File: config.mk
export PLATFORM = sky130hd
export DESIGN_NAME = utf8_percent_encoder
export DESIGN_NICKNAME = d
export VERILOG_FILES = /design/src/rtl/core/u8pe_pkg.sv /design/src/rtl/core/utf8_percent_encoder.sv /design/src/rtl/core/u8pe_encode.sv /design/src/rtl/core/u8pe_serializer.sv
export SDC_FILE = /design/constraint.sdc
export NUM_CORES = 1
export LEC_CHECK = 0
export ABC_AREA = 1
export BUFFER_PORTS_ARGS = -buffer_cell sky130_fd_sc_hd__buf_2
export CAP_MARGIN = 0
export CORE_MARGIN = 3
export CORE_UTILIZATION = 53
export DETAILED_ROUTE_END_ITERATION = 8
export PLACE_DENSITY = 0.73
export SETUP_SLACK_MARGIN = 0.3
export SKIP_CTS_REPAIR_TIMING = 1
export SYNTH_ARGS = -nofsm -noshare
export SYNTH_HDL_FRONTEND = slang
export SYNTH_HIERARCHICAL = 1
export SYNTH_SLANG_ARGS = --single-unit
File: constraint.sdc
create_clock -name clk -period 2.2 [get_ports clk]
set_clock_uncertainty 0.15 [all_clocks]
set_input_delay 0.44 -clock clk [delete_from_list [all_inputs] [get_ports clk]]
set_output_delay 0.44 -clock clk [all_outputs]
set_load 0.01 [all_outputs]
File: src/rtl/core/u8pe_pkg.sv
`timescale 1ns / 1ps
// ----------------------------------------------------------------------------
// u8pe_pkg
// Shared types, constants and helpers for the UTF-8 percent encoder.
// ----------------------------------------------------------------------------
package u8pe_pkg;

    localparam int unsigned CP_W   = 21;
    localparam int unsigned CHAR_W = 7;

    localparam logic [CP_W-1:0] CP_2BYTE_MIN = 21'h00_0080;
    localparam logic [CP_W-1:0] CP_3BYTE_MIN = 21'h00_0800;
    localparam logic [CP_W-1:0] CP_4BYTE_MIN = 21'h01_0000;
    localparam logic [CP_W-1:0] CP_LIMIT     = 21'h11_0000;

    localparam logic [7:0] LEAD_2 = 8'hC0;
    localparam logic [7:0] LEAD_3 = 8'hE0;
    localparam logic [7:0] LEAD_4 = 8'hF0;
    localparam logic [7:0] CONT   = 8'h80;

    localparam logic [CHAR_W-1:0] CH_PERCENT = 7'h25;
    localparam logic [CHAR_W-1:0] CH_ZERO    = 7'h30;
    localparam logic [CHAR_W-1:0] CH_ALPHA   = 7'h37;  // 'A' - 10

    // Position within one escaped byte: '%', high digit, low digit
    typedef enum logic [1:0] {
        PH_PCT = 2'd0,
        PH_HI  = 2'd1,
        PH_LO  = 2'd2
    } phase_t;

    // Encoded code point, ready for serialization
    typedef struct packed {
        logic            keep;      // something to emit
        logic            ascii;     // single passthrough char in bytes[0]
        logic [1:0]      last_byte; // index of final byte
        logic [3:0][7:0] bytes;     // bytes[0] goes out first
    } enc_t;

    function automatic logic [CHAR_W-1:0] hex_char(input logic [3:0] nib);
        logic [CHAR_W-1:0] wide;
        wide = {3'b000, nib};
        if (nib < 4'd10)
        begin
            hex_char = CH_ZERO + wide;
        end
        else
        begin
            hex_char = CH_ALPHA + wide;
        end
    endfunction

endpackage

File: src/rtl/core/utf8_percent_encoder.sv
`timescale 1ns / 1ps
// ----------------------------------------------------------------------------
// utf8_percent_encoder
// Code point in, percent-encoded UTF-8 character stream out.
// ----------------------------------------------------------------------------
// Each input word is one 21-bit code point. Below 0x80 it comes out as one
// character with last set. From 0x80 to 0x10FFFF it is UTF-8 encoded into
// 2, 3 or 4 bytes and each byte goes out as '%' plus two uppercase hex
// digits, so 6, 9 or 12 output words; last marks the final one. Code
// points of 0x110000 and above are accepted and dropped with no output.
// Surrogates are encoded like any other value. Throughput is set by the
// output port, one character per cycle while out_stall is low. The next
// input word is taken in the same cycle the current item's final
// character moves into the output register, so passthrough characters
// also stream at that rate. An accepted word goes into the item register
// before its first character moves into the output register.
// ----------------------------------------------------------------------------
module utf8_percent_encoder (
    input  logic                        clk,
    input  logic                        rst_n,
    input  logic                        in_valid,
    output logic                        in_stall,
    input  logic [u8pe_pkg::CP_W-1:0]   code_point,
    output logic                        out_valid,
    input  logic                        out_stall,
    output logic [u8pe_pkg::CHAR_W-1:0] out_char,
    output logic                        last
);
    import u8pe_pkg::*;

    // encoded form of the incoming code point (pure logic)
    enc_t enc;

    u8pe_encode u_encode (
        .code_point (code_point),
        .enc        (enc)
    );

    // item register + char sequencer + output register
    u8pe_serializer u_serializer (
        .clk       (clk),
        .rst_n     (rst_n),
        .in_valid  (in_valid),
        .in_stall  (in_stall),
        .enc       (enc),
        .out_valid (out_valid),
        .out_stall (out_stall),
        .out_char  (out_char),
        .last      (last)
    );

endmodule

File: src/rtl/core/u8pe_encode.sv
`timescale 1ns / 1ps
// ----------------------------------------------------------------------------
// u8pe_encode
// Splits a code point into its UTF-8 byte sequence.
// ----------------------------------------------------------------------------
module u8pe_encode (
    input  logic [u8pe_pkg::CP_W-1:0] code_point,
    output u8pe_pkg::enc_t            enc
);
    import u8pe_pkg::*;

    always_comb
    begin
        enc = '0;
        if (code_point < CP_2BYTE_MIN)
        begin
            enc.keep      = 1'b1;
            enc.ascii     = 1'b1;
            enc.last_byte = 2'd0;
            enc.bytes[0]  = {1'b0, code_point[6:0]};
        end
        else if (code_point < CP_3BYTE_MIN)
        begin
            enc.keep      = 1'b1;
            enc.last_byte = 2'd1;
            enc.bytes[0]  = LEAD_2 | {3'b000, code_point[10:6]};
            enc.bytes[1]  = CONT | {2'b00, code_point[5:0]};
        end
        else if (code_point < CP_4BYTE_MIN)
        begin
            enc.keep      = 1'b1;
            enc.last_byte = 2'd2;
            enc.bytes[0]  = LEAD_3 | {4'b0000, code_point[15:12]};
            enc.bytes[1]  = CONT | {2'b00, code_point[11:6]};
            enc.bytes[2]  = CONT | {2'b00, code_point[5:0]};
        end
        else if (code_point < CP_LIMIT)
        begin
            enc.keep      = 1'b1;
            enc.last_byte = 2'd3;
            enc.bytes[0]  = LEAD_4 | {5'b00000, code_point[20:18]};
            enc.bytes[1]  = CONT | {2'b00, code_point[17:12]};
            enc.bytes[2]  = CONT | {2'b00, code_point[11:6]};
            enc.bytes[3]  = CONT | {2'b00, code_point[5:0]};
        end
    end

endmodule

File: src/rtl/core/u8pe_serializer.sv
`timescale 1ns / 1ps
// ----------------------------------------------------------------------------
// u8pe_serializer
// Holds one encoded code point and emits it one char per cycle while the
// output is not stalled, through an output register.
// ----------------------------------------------------------------------------
module u8pe_serializer (
    input  logic                        clk,
    input  logic                        rst_n,
    input  logic                        in_valid,
    output logic                        in_stall,
    input  u8pe_pkg::enc_t              enc,
    output logic                        out_valid,
    input  logic                        out_stall,
    output logic [u8pe_pkg::CHAR_W-1:0] out_char,
    output logic                        last
);
    import u8pe_pkg::*;

    logic            item_valid_reg, item_valid_next;
    logic            item_ascii_reg, item_ascii_next;
    logic [1:0]      item_lastb_reg, item_lastb_next;
    logic [3:0][7:0] item_bytes_reg, item_bytes_next;
    logic [1:0]      sel_reg, sel_next;
    phase_t          phase_reg, phase_next;

    logic              out_valid_reg, out_valid_next;
    logic [CHAR_W-1:0] out_char_reg, out_char_next;
    logic              out_last_reg, out_last_next;

    logic              out_adv;
    logic              emit;
    logic              item_done;
    logic              accept;
    logic [7:0]        cur_byte;
    logic [CHAR_W-1:0] cur_char;

    always_comb
    begin
        out_adv   = !out_valid_reg || !out_stall;
        emit      = item_valid_reg && out_adv;
        item_done = emit && (item_ascii_reg ||
                             (phase_reg == PH_LO && sel_reg == item_lastb_reg));
        in_stall  = item_valid_reg && !item_done;
        accept    = in_valid && !in_stall;
        cur_byte  = item_bytes_reg[sel_reg];
    end

    always_comb
    begin
        case (phase_reg)
            PH_PCT:  cur_char = item_ascii_reg ? cur_byte[6:0] : CH_PERCENT;
            PH_HI:   cur_char = hex_char(cur_byte[7:4]);
            PH_LO:   cur_char = hex_char(cur_byte[3:0]);
            default: cur_char = CH_PERCENT;
        endcase
    end

    // item register
    always_comb
    begin
        item_valid_next = item_valid_reg;
        item_ascii_next = item_ascii_reg;
        item_lastb_next = item_lastb_reg;
        item_bytes_next = item_bytes_reg;
        sel_next        = sel_reg;
        phase_next      = phase_reg;
        if (emit)
        begin
            case (phase_reg)
                PH_PCT:  phase_next = PH_HI;
                PH_HI:   phase_next = PH_LO;
                PH_LO:
                begin
                    phase_next = PH_PCT;
                    sel_next   = sel_reg + 2'd1;
                end
                default: phase_next = PH_PCT;
            endcase
        end
        if (item_done)
        begin
            item_valid_next = 1'b0;
        end
        if (accept && enc.keep)
        begin
            item_valid_next = 1'b1;
            item_ascii_next = enc.ascii;
            item_lastb_next = enc.last_byte;
            item_bytes_next = enc.bytes;
            sel_next        = 2'd0;
            phase_next      = PH_PCT;
        end
    end

    // output register
    always_comb
    begin
        out_valid_next = out_valid_reg;
        out_char_next  = out_char_reg;
        out_last_next  = out_last_reg;
        if (out_adv)
        begin
            out_valid_next = emit;
            out_char_next  = cur_char;
            out_last_next  = item_done;
        end
    end

    always_ff @(posedge clk or negedge rst_n)
    begin
        if (!rst_n)
        begin
            item_valid_reg <= 1'b0;
            sel_reg        <= 2'd0;
            phase_reg      <= PH_PCT;
            out_valid_reg  <= 1'b0;
        end
        else
        begin
            item_valid_reg <= item_valid_next;
            sel_reg        <= sel_next;
            phase_reg      <= phase_next;
            out_valid_reg  <= out_valid_next;
        end
    end

    always_ff @(posedge clk)
    begin
        item_ascii_reg <= item_ascii_next;
        item_lastb_reg <= item_lastb_next;
        item_bytes_reg <= item_bytes_next;
        out_char_reg   <= out_char_next;
        out_last_reg   <= out_last_next;
    end

    assign out_valid = out_valid_reg;
    assign out_char  = out_char_reg;
    assign last      = out_last_reg;

    // byte pointer never runs past the final byte
    a_sel_in_range: assert property (@(posedge clk) disable iff (!rst_n)
        item_valid_reg |-> (sel_reg <= item_lastb_reg))
        else $error("byte select past final byte");

    // passthrough item sits at its first position
    a_ascii_pos: assert property (@(posedge clk) disable iff (!rst_n)
        (item_valid_reg && item_ascii_reg) |-> (sel_reg == 2'd0 && phase_reg == PH_PCT))
        else $error("passthrough item left first position");

    // escape start produces a non-final percent sign
    a_pct_out: assert property (@(posedge clk) disable iff (!rst_n)
        (emit && !item_ascii_reg && phase_reg == PH_PCT)
        |=> (out_valid_reg && out_char_reg == CH_PERCENT && !out_last_reg))
        else $error("escape did not start with percent");

    // input only taken once the held item is finishing
    a_no_overrun: assert property (@(posedge clk) disable iff (!rst_n)
        (accept && item_valid_reg) |-> item_done)
        else $error("item register overrun");

endmodule

Yosys cells after proc, flatten, opt, wreduce, memory -nomap -nowiden. Index checks and enable logic that the tools add are counted.

$add $sub $neg: 5. Magnitude comparators: 7. Equality and inequality tests: 3. Mux-type cells: 25. Bitwise logic cells: 1. Reductions and logical operators: 20.

Operators by type and width (count): 34-bit two-way mux (1); 6-bit by 4-bit adder with 7-bit output, first input constant (4); 7-bit two-way mux (4); 24-bit two-way mux (1); 21-bit by 12-bit < comparator with 1-bit output, second input constant (1); 21-bit by 17-bit < comparator with 1-bit output, second input constant (1); 21-bit < comparator, second input constant (1); 21-bit by 8-bit < comparator with 1-bit output, second input constant (1); 7-bit case mux with 3 select lines (1); 8-bit binary-select mux with 2-bit select (1); 16-bit two-way mux (1); 2-bit two-way mux (6); 4-bit < comparator, second input constant (2); 1-bit two-way mux (8); 8-bit two-way mux (1); 1-bit logical AND (6); 2-bit nonzero test (3); 1-bit zero test (4); 2-bit case mux with 2 select lines (1); 4-bit OR reduction (1); 2-bit by 3-bit < comparator with 1-bit output, second input constant (1); 3-bit OR reduction (1); 2-bit by 1-bit adder with 2-bit output, second input constant (1); 2-bit by 1-bit == test with 1-bit output, second input constant (1); other kinds (7) (8).

Register bits after elaboration: 49. Input bits: 25. Logic and storage cells: 78.

Logic depth before layout (Yosys ltp).
Depth after elaboration: 11. Depth in mapped cells: 11.

Modules after synthesis. Netlist, hierarchy kept.

By module, submodules not included: u8pe_serializer (times used 1, cells each 232, area an instance 2313.5 um2, seq. area each 1441.4 um2); u8pe_encode (times used 1, cells each 138, area an instance 679.4 um2, seq. area each 0.0 um2).

Least setup slack after synthesis. OpenSTA, ideal clock, no wires.

Path kind: input to register. From: in out_stall. To: reg u_serializer.item_ascii_reg (enable). Arrival: 1677 ps. Data required time: 1668 ps. Slack: -10 ps. Stages on the path: 5. Buffers on the path: 0. Path through: nand2_1 nand2_1 inv_1 a21oi_4 nor2_4.

Cells in the longest elaborated chain, start to end: 9.

RTL lines: from (decl) (RTL line utf8_percent_encoder.sv:25) `input logic out_stall,`; 1-bit zero test (RTL line u8pe_serializer.sv:40) `out_adv = !out_valid_reg || !out_stall;`; 1-bit logical OR (RTL line u8pe_serializer.sv:40); 1-bit logical AND (RTL line u8pe_serializer.sv:41) `emit = item_valid_reg && out_adv;`; 1-bit logical AND (RTL line u8pe_serializer.sv:42) `item_done = emit && (item_ascii_reg ||`; 1-bit zero test (RTL line u8pe_serializer.sv:44) `in_stall = item_valid_reg && !item_done;`; 1-bit logical AND (RTL line u8pe_serializer.sv:44); net in_stall (RTL line utf8_percent_encoder.sv:22) `output logic in_stall,`; 1-bit zero test (RTL line u8pe_serializer.sv:45) `accept = in_valid && !in_stall;`; 1-bit logical AND (RTL line u8pe_serializer.sv:45); 1-bit logical AND (RTL line u8pe_serializer.sv:85) `if (accept && enc.keep)`; to (signal assigned) (RTL line u8pe_serializer.sv:130) `item_ascii_reg <= item_ascii_next;`; to (decl) (RTL line u8pe_serializer.sv:21) `logic item_ascii_reg, item_ascii_next;`.

The timed path passes the listed nets, and every way through them passes these cells. A chain may end at the register's enable or synchronous reset.

Worst setup path in the final report.
From: reg u_serializer.sel_reg[0]. To: out in_stall.

Cells in the longest elaborated chain, start to end: 6.

RTL lines: from (decl) (RTL line u8pe_serializer.sv:24) `logic [1:0] sel_reg, sel_next;`; from (signal assigned) (RTL line u8pe_serializer.sv:122) `sel_reg <= sel_next;`; 2-bit == test (RTL line u8pe_serializer.sv:43) `(phase_reg == PH_LO && sel_reg == item_lastb_reg));`; 1-bit logical AND (RTL line u8pe_serializer.sv:43); 1-bit logical OR (RTL line u8pe_serializer.sv:42); 1-bit logical AND (RTL line u8pe_serializer.sv:42); 1-bit zero test (RTL line u8pe_serializer.sv:44); 1-bit logical AND (RTL line u8pe_serializer.sv:44); to (decl) (RTL line utf8_percent_encoder.sv:22).

No other way between the ends.

==> impl_metrics.py <==
metrics = {
    "logic_synthesis": {
        "synth.avg_cell_area_um2": 8.09,
        "synth_top_area_share_pct": 43.1,
        "synth.area.top_cells": "edfxtp_1 43%, nand2_1 14%, nand3_1 6.7%",
        "ys_async_sr_fraction_pct": 12.2,
        "seq_area_frac_synth_pct": 48.2,
        "yosys.area.top_type": "edfxtp_1",
        "ys_warn_count": 6,
        "netlist_instances": 370,
        "synth_cell_types": 30,
        "synth-main-ff-cell": "edfxtp_1",
        "synthesis.area_um2": 2990,
        "synth_edf_count": 43,
        "ys_ff_latch": 49,
    },
    "sta": {
        "tns_ns": 0,
        "setup_slack_ns": 0.118,
        "min_period_over_period_pct": 94.6,
        "drv_slew": 0,
        "timing.fmax_mhz": 480,
        "setup_viol": 0,
        "hold_violations": 0,
        "min_period_ns": 2.08,
        "rsz0062_at_grt": "yes",
    },
    "clocking": {
        "clk_latency_ns": 0.30,
        "clockBufferDepth": 2,
        "cts_sinks": 49,
        "tritoncts": "done",
        "htree_levels": 2,
        "clk_pin_slew_ns": 0.09,
        "numCtsBuffers": 5,
        "root_buffer": "clkbuf_8",
    },
    "routing": {
        "wl_mm": 6.67,
        "vias": 2581,
        "first_pass_iters": 5,
        "drcViolationCount": 0,
        "first_iter_violations": 154,
        "ant_nets": 0,
        "wl_per_cell_um": 13.7,
        "vias_per_cell": 5.29,
    },
    "min_path": {
        "holdCritPathClass": "in -> reg",
        "hp-start": "out_stall",
    },
    "floorplan": {
        "rows": 26,
        "top_level_ports": 35,
        "initial_core_util_pct": 56.8,
        "chipHeight_um": 81.1,
        "coreArea_um2": 5270,
        "die_w_um": 81.1,
        "dieArea_um2": 6580,
    },
    "critical_path": {
        "path_class": "reg -> out",
        "crit_path_start": "u_serializer/sel_reg[0]",
        "rr_startpoint": "u_serializer/sel_reg[0]",
        "crit_family": "flip-flops",
        "critPathSlowestCell": "dfrtp_2",
        "worstSetupEndpointType": "primary output",
        "cp_cell_sequence": "buf_12, nor2_2, nor2_1, nand3_1, nand2_2, a21oi_4, buf_6",
        "crit_path_start_kind": "flop",
        "required_ns": 1.61,
        "crit_buf_inv": 2,
        "slowest_delay_ns": 0.45,
        "cp.arrival_ns": 1.49,
        "critPathMaxFanout": 3,
    },
    "finish": {
        "largest_reg_flops": 32,
        "diodes": 0,
        "stdcell_area_um2": 3520,
        "area_delta_synth_final_pct": 17.7,
        "drive_gt1_share_pct": 24.6,
        "post-route-util_pct": 66.8,
        "num-fill-cells": 452,
        "fin_nets": 444,
    },
    "place": {
        "place.gp.congestion": 0.916,
        "dp_slack_ns": 0.265,
        "port_buffers": 34,
        "placed_area_um2": 3210,
        "dp_hpwl_mm": 4.66,
    },
    "power": {
        "p_leak_uw": 0.00165,
        "ir_drop_mv": 0.464,
        "p_total_uw": 3800,
        "power_per_cell_area_nw_per_um2": 1080,
    },
    "grt": {
        "grt_pass1_vias": 2218,
        "gr-total-overflow": 0,
        "grt_first_pass_wirelength_mm": 10.1,
        "grt_usage_pct": 20.0,
        "antenna_found_initial": 0,
        "grt_max_degree": 31,
    },
    "job": {
        "maxCapViolCount": 0,
    },
    "outcome": {
        "status": "finished, final reports clean",
    },
}
==> cell type report <==
class                      instances  area (um2)  area share (%)
sequential                        49        1440            41.0
timing repair buffer              50         397            11.3
inverter                          43         163            4.62
clock buffer                       5        68.8            1.95
tap                               70        87.6            2.49
clock inverter                     3        43.8            1.24
multi-input combinational        268        1320            37.4
==> worst paths after layout <==
check                                           end  slack, ns  depth (start not counted)
hold / removal               u_serializer/out_valid       0.30                          3
hold reg to reg              u_serializer/out_valid       0.42                          2
min in group asynchronous    u_serializer/out_valid       0.34                          2
max in group asynchronous   u_serializer/sel_reg[1]       1.40                          2
setup reg to reg           u_serializer/out_char[2]       0.22                         11
setup / recovery                           in_stall       0.12                          7
==> cell usage after synthesis (3+ instances only) <==
master	instances
dfrtp_1	6
o21ai_0	11
nand3_2	3
nor2_4	4
nand2_2	10
o21ai_1	5
nand4_1	3
inv_2	4
nor2_2	7
buf_6	3
nand2_4	5
nand2_1	113
a21oi_1	8
inv_1	39
nor2_1	44
nand3_1	40
edfxtp_1	43
buf_4	8
==> power breakdown <==
part	switching (uW)	total (uW)	leakage [uW]	internal (uW)
clock network	307	647	0.0000585	341
logic	1130	1820	0.00111	694
registers	93.5	1330	0.000476	1240
==> placed cells by master (no fill, tap or decap), types with 2 or more instances in the layout <==
master,count
nand4_1,3
nand2_2,14
nor2_2,8
clkinv_2,2
clkbuf_8,5
o21ai_1,5
o21ai_0,11
dfrtp_2,2
conb_1,3
edfxtp_1,43
buf_12,3
inv_1,37
buf_4,8
dfrtp_1,4
nor2_1,43
nor2_4,4
buf_2,33
clkbuf_16,3
nand3_1,40
o211ai_1,2
ha_1,2
nand2_4,6
inv_2,5
a21oi_1,8
nand3_2,3
nand2_1,108
==> through the flow <==
stage               std cells  hold WS, ns
floorplan                 372     -0.00559
global placement          468        0.122
detailed placement        468        0.126
CTS                       476       -0.209
global route              488        0.327
finish                    488        0.296
==> metal layers <==
metal	vias up	share of wire, %	global-route usage, %
li1	1287	-	-
met1	1196	43	26.5
met3	12	5.5	3.33
met5	-	0	0
met2	86	50	34.1
met4	0	1.4	5.07
==> worst min-delay path: cells and delay by family <==
family,cells,cell delay (ns)
and+or+nand+nor,2,0.18
buffers and inverters,1,0.10
==> cells by family after synthesis <==
logic type | after synthesis | share of synthesized area (%)
AOI/OAI and AO/OA | 29 | 5.52
xor gates and xnor gates | 2 | 0.585
adders and majority gates | 2 | 0.836
buffers and inverters | 55 | 8.70
DFF | 49 | 48.2
other | 1 | 0.125
and+or+nand+nor | 232 | 36.1
(Power assumes the default switching activity.)
